`config.mk`:
```
export PLATFORM = sky130hd
export DESIGN_NAME = skc_store
export DESIGN_NICKNAME = d
export VERILOG_FILES = /design/src/sv/skc_pkg.sv /design/src/sv/skc_store.sv
export SDC_FILE = /design/constraint.sdc
export NUM_CORES = 2
export LEC_CHECK = 0
export BUFFER_PORTS_ARGS = -buffer_cell sky130_fd_sc_hd__buf_4
export CORE_MARGIN = 2
export CORE_UTILIZATION = 55
export CTS_CLUSTER_DIAMETER = 200
export DETAILED_ROUTE_END_ITERATION = 7
export PLACE_DENSITY = 0.73
export SLEW_MARGIN = 20
export SYNTH_ARGS = -nofsm -noshare
export SYNTH_HDL_FRONTEND = slang
export SYNTH_SLANG_ARGS = --single-unit
```
`constraint.sdc`:
```
create_clock -name clk -period 6.3 [get_ports clk]
set_clock_uncertainty 0.1 [all_clocks]
set_input_delay 0.315 -clock clk [delete_from_list [all_inputs] [get_ports clk]]
set_output_delay 0.315 -clock clk [all_outputs]
set_load 0.05 [all_outputs]
```
`src/sv/skc_pkg.sv`:
```
`default_nettype none

package skc_pkg;

  // Container geometry
  localparam int CAPACITY     = 64;
  localparam int KEY_BITS     = 32;
  localparam int PAYLOAD_BITS = 32;
  localparam int IDX_W        = $clog2(CAPACITY);
  localparam int CNT_W        = $clog2(CAPACITY + 1);
  localparam int HALF_COUNT   = (CAPACITY + 1) / 2;

  // Request opcodes; OP_NONE is accepted and ignored
  typedef enum logic [1:0] {
    OP_LOOKUP = 2'd0,
    OP_INSERT = 2'd1,
    OP_REMOVE = 2'd2,
    OP_NONE   = 2'd3
  } op_t;

  // Result status codes
  typedef enum logic [1:0] {
    ST_OK     = 2'd0,
    ST_FULL   = 2'd1,
    ST_ABSENT = 2'd2,
    ST_EMPTY  = 2'd3
  } status_t;

  // Sequencer states
  typedef enum logic [3:0] {
    S_IDLE,
    S_LK_RD,
    S_LK_CMP,
    S_IN_RD,
    S_IN_CMP,
    S_RM_RD,
    S_RM_CMP,
    S_SH_RD,
    S_SH_WR,
    S_DONE
  } state_t;

  typedef struct packed {
    logic [KEY_BITS-1:0]     key;
    logic [PAYLOAD_BITS-1:0] pay;
  } entry_t;

  // One write and one read per cycle
  typedef struct packed {
    logic             we;
    logic [IDX_W-1:0] wr_addr;
    entry_t           wr_data;
    logic [IDX_W-1:0] rd_addr;
  } mem_req_t;

endpackage

`default_nettype wire

```
`src/sv/skc_store.sv`:
```
`default_nettype none

module skc_store
  import skc_pkg::*;
(
  input  wire logic     clk,
  input  wire mem_req_t req,
  output entry_t        rd_data
);

  // Entry array, contents undefined until written
  entry_t mem [CAPACITY];

  // Write port
  always_ff @(posedge clk) begin
    if (req.we) begin
      mem[req.wr_addr] <= req.wr_data;
    end
  end

  // Registered read port
  always_ff @(posedge clk) begin
    rd_data <= mem[req.rd_addr];
  end

endmodule

`default_nettype wire

```
After elaboration in Yosys (flattened, before gate mapping)
Memories as Yosys holds them, arrays and structs flattened. A register that Yosys moved wholly into a read port is not among the register bits.
Index checks and enable logic that the tools add are counted.
{"block": "classes", "mux": 2}
{"cell": "$mux 1", "count": 2}
{"block": "totals", "ff_bits": 0, "mem_bits_rw": 4096, "in_bits": 78, "word_cells": 3, "n_memories": 1}
{"name": "mem", "depth": 64, "word_bits": 64, "rd": 1, "rd_ports_with_merged_regs": 1, "wr": 1, "line": "skc_store.sv:12", "text": "entry_t mem [CAPACITY];"}

Longest topological paths before layout
{"block": "logic_depth", "word_depth": 2, "ltp_mapped": 9}

Least setup slack after synthesis
No wires, ideal clock.
{"block": "synth_path", "path_type": "in2reg", "start": "input req[73] in the netlist's numbering", "end": "memory mem[48][0] in the netlist's numbering (enable)", "setup_time_ns": 0.564, "t_arrival_ns": 5.187, "required_ns": 5.636, "slack_ns": 0.449, "cell_stages": 4, "path_buffers": 1, "path_cell_list": "clkbuf_1 > nor2b_1 > nand4b_1 > nor3_1"}
{"element": "start: declaration", "line": "skc_store.sv:7", "text": "input wire mem_req_t req,"}
{"element": "end: declaration", "line": "skc_store.sv:12"}
No word-level cell before the write port.

Final worst setup path
{"block": "layout_path", "start": "input req[71] in the netlist's numbering", "end": "memory mem[63][21] in the netlist's numbering (enable)"}
No word-level cell before the write port.

==> results.cfg <==
[status]
status = finished clean

[setup_path]
critical_path.n_buffers_inverters = 3
cp_max_fo = 28
critical_path.cell_chain = dlygate4sd3_1 > buf_4 > nand4_1 > nor2_4 > buf_4
cp.required_ps = 6720
critPathSlowestCell = nor2_4
path_delay_family = simple AND/OR/NAND/NOR gates
crit_path_end_kind = register
critical-path-top-cell-by-count = buf_4
timing.critical_path.slowest_cell_delay_ps = 1150
crit_arrival_ps = 3820
startpoint_type = input pin
critPathKind = in2reg

[cells_and_area]
fraction_of_final_layout_cells_sized_beyond_drive_strength_1_pct = 27.94
area_delta_synth_final_pct = 12.97
post_layout_nets = 7116
instances_no_fill = 11130

[yosys]
synth.ff_latch_count = 4160
synth_area_leaders = edfxtp_1 79%, mux4_2 15%, mux2i_1 0.86%
synth_cell_types = 33
synthDominantAreaCellType = edfxtp_1
muxShareOfSynthArea_pct = 15.61
main_combinational_cell_family_by_area_after_synthesis = multiplexers
ys_warn_count = 0
post_synthesis_share_of_cell_area_spent_on_and_or_nand_and_nor_gates_pct = 1.240
netlist.area_leader.share_pct = 78.67
main_synth_ff_type = edfxtp_1
synth_enable_flop_cells = 4096
post_synth_instance_area_sq_um = 156300
post_synth.cell_area_avg_sq_um = 23.70
yosys.area_share.xor_xnor_pct = 0
asyncSetResetFlopFracSynth_pct = 0
synth_fa_ha_area_share_pct = 0
synth.yosys.seq_area_share_pct = 79.49
synthesis.nets = 6676
syn-instance-count = 6598
share_of_the_synthesized_area_in_compound_gates_ao_oa_aoi_oai_pct = 2.477

[grt]
grt.overflow.total = 0
grt_pass1_wl_mm = 582.0
vias_in_the_first_global_route = 76710
grt_overall_usage_pct = 28.81
antenna_found_initial = 23
grt_max_degree = 140

[drt]
routed_via_density = 6.916
detailedRoute.firstIterationViolations = 11620
drt_wl_total_mm = 414.4
ant_nets = 0
drt_first_pass_iters = 6
post_route_drc_violation_count = 0
vias = 76990
route.detailed.wl_per_inst_um = 37.23

[sta]
grt_setup_unrepaired = false
setup_violations = 0
final_min_period_ps = 3393
timing.final.hold_violations = 0
max_freq_ghz = 0.2947
tns_ps = 0
worst_pin_slew_ps = 1221
timing.final.max_slew_violations = 0
max-slew-margin-rel_pct = 18.62
post-route-period-util_pct = 53.85

[clock_network]
worst_skew_pair.late_latency_ps = 950
clkSinkCount = 4160
total_cts_buffers = 397
number_of_h_tree_levels = 5
clockBufferDepth = 4
tritoncts = built
clk_transition_reported_paths_ps = 60
cts_root_buf = clkbuf_16

[run]
max_cap_violations = 0

[power_and_ir_drop]
power-per-cell-area_nw_per_um2 = 325.0
vdd_drop_max_mv = 0.4006
reported_leakage_power_nw = 55.12

[worst_hold_path]
holdCritPathClass = in2reg

[die]
die-height_um = 537.2
floorplan.die.width_um = 537.2
floorplan.die_area_sq_um = 288600
boundaryPins = 142
design.core.area_sq_um = 282500
fp-row-count = 195
initial_core_util_pct = 55.34

[placement]
hpwl_mm = 218.5
place.detailed.instances = 10310
place.gp.congestion = 0.8011
portBuffers = 141
worst register-to-register path, stage by stage (launching register included):
cell,delay (ps)
edfxtp_1,370
mux4_2,460
or3_1,310
a41oi_1,840
a211oi_1,90
placed cells by master (no fill, tap or decap), types with 36 or more instances in the layout:
cell and instances:
mux2i_1 135, o22ai_1 83, buf_12 36, a22oi_1 168, clkinv_2 87, nor2_4 65
edfxtp_1 4096, clkbuf_16 401, dlygate4sd3_1 67, a211oi_1 63, nor2_1 47, mux4_2 1024
clkinv_1 67, nand3_1 45, nand2_1 56, clkbuf_1 81, a22o_1 88, bufinv_16 40
o221ai_1 38, buf_4 300, and3_1 64, dfxtp_1 64
metrics by stage:
| step | setup WS, ps | hold WS [ps] | util, % | area [sq um] | power, mW |
|---|---|---|---|---|---|
| global placement | 2620 | 672.6 | 57.62 | 162800 | 34.10 |
| CTS | 3028 | 3.397 | 62.46 | 176500 | 57.59 |
| finish | 2907 | 49.85 | 62.51 | 176600 | 57.41 |
| detailed placement | 2598 | 671.1 | 57.64 | 162900 | 34.16 |
| floorplan | 449.0 | 313.9 | - | 156300 | 32.93 |
| global route | 2957 | 28.65 | 62.50 | 176600 | 58.76 |
Yosys cell counts (19+ instances only):
cell       instances
a2bb2oi_1         19
nand2_1           58
or3_1             29
inv_1             19
and3_1            64
buf_4             34
or2_2             28
nor2_1           112
a211oi_1          63
nor2b_1           28
mux4_2          1024
a41oi_1           26
o22ai_1           83
dfxtp_1           64
buf_2            170
clkbuf_1         140
nand3_1           45
a22o_1            88
a22oi_1          168
o221ai_1          38
buf_1             20
edfxtp_1        4096
mux2i_1          135
flip-flops by register name, indices dropped and copies added, names as in the netlist:
register  cells
rd_data      64
mem        4096
final cells by class:
class | instances | area (sq um)
antenna | 19 | 47.55
clock buffer | 499 | 10570
clock inverter | 232 | 2360
fill | 18120 | 105900
inverter | 19 | 71.32
multi-input combinational | 2049 | 30790
sequential | 4160 | 124300
tap | 3743 | 4683
timing repair buffer | 411 | 3822
where the power goes:
part	leakage (nW)	internal [mW]	switching [mW]
Combinational	11.4	1.02	1.84
Sequential	37.4	30.6	0.141
Clock	6.33	13.6	10.2
Total	55.1	45.2	12.2
per-layer routing:
| layer | up-vias | GRT usage [%] | share of wire [%] |
|---|---|---|---|
| met3 | 851 | 6.247 | 12 |
| met4 | 8 | 10.96 | 4.1 |
| li1 | 29390 | - | - |
| met1 | 41300 | 40.53 | 36 |
| met2 | 5444 | 44.94 | 48 |
| met5 | - | 0 | 0.012 |
path summary, 6_finish.rpt:
| kind | cells past startpoint | slack (ps) | startpoint | to |
|---|---|---|---|---|
| worst min-delay path | 4 | 50 | req[4] | rd_data[46] |
| worst max-delay path | 5 | 2910 | req[71] | mem[63][21] |
| worst min register to register | 4 | 750 | mem[62][32] | rd_data[32] |
| worst max register to register | 4 | 3900 | mem[38][20] | rd_data[20] |
cells by family after synthesis:
kind of cell / after synthesis
flip-flops: 4160
multiplexers: 1159
AO/OA/AOI/OAI: 504
buffers and inverters: 389
AND/OR/NAND/NOR: 386
repair_timing:
action	CTS	global route
endpoints found under the hold margin	4124	0
hold buffers	67	0
resized for setup	0	0
endpoints found under the setup margin	0	0
setup buffers	0	0
Power figures use the tool's default switching activity.
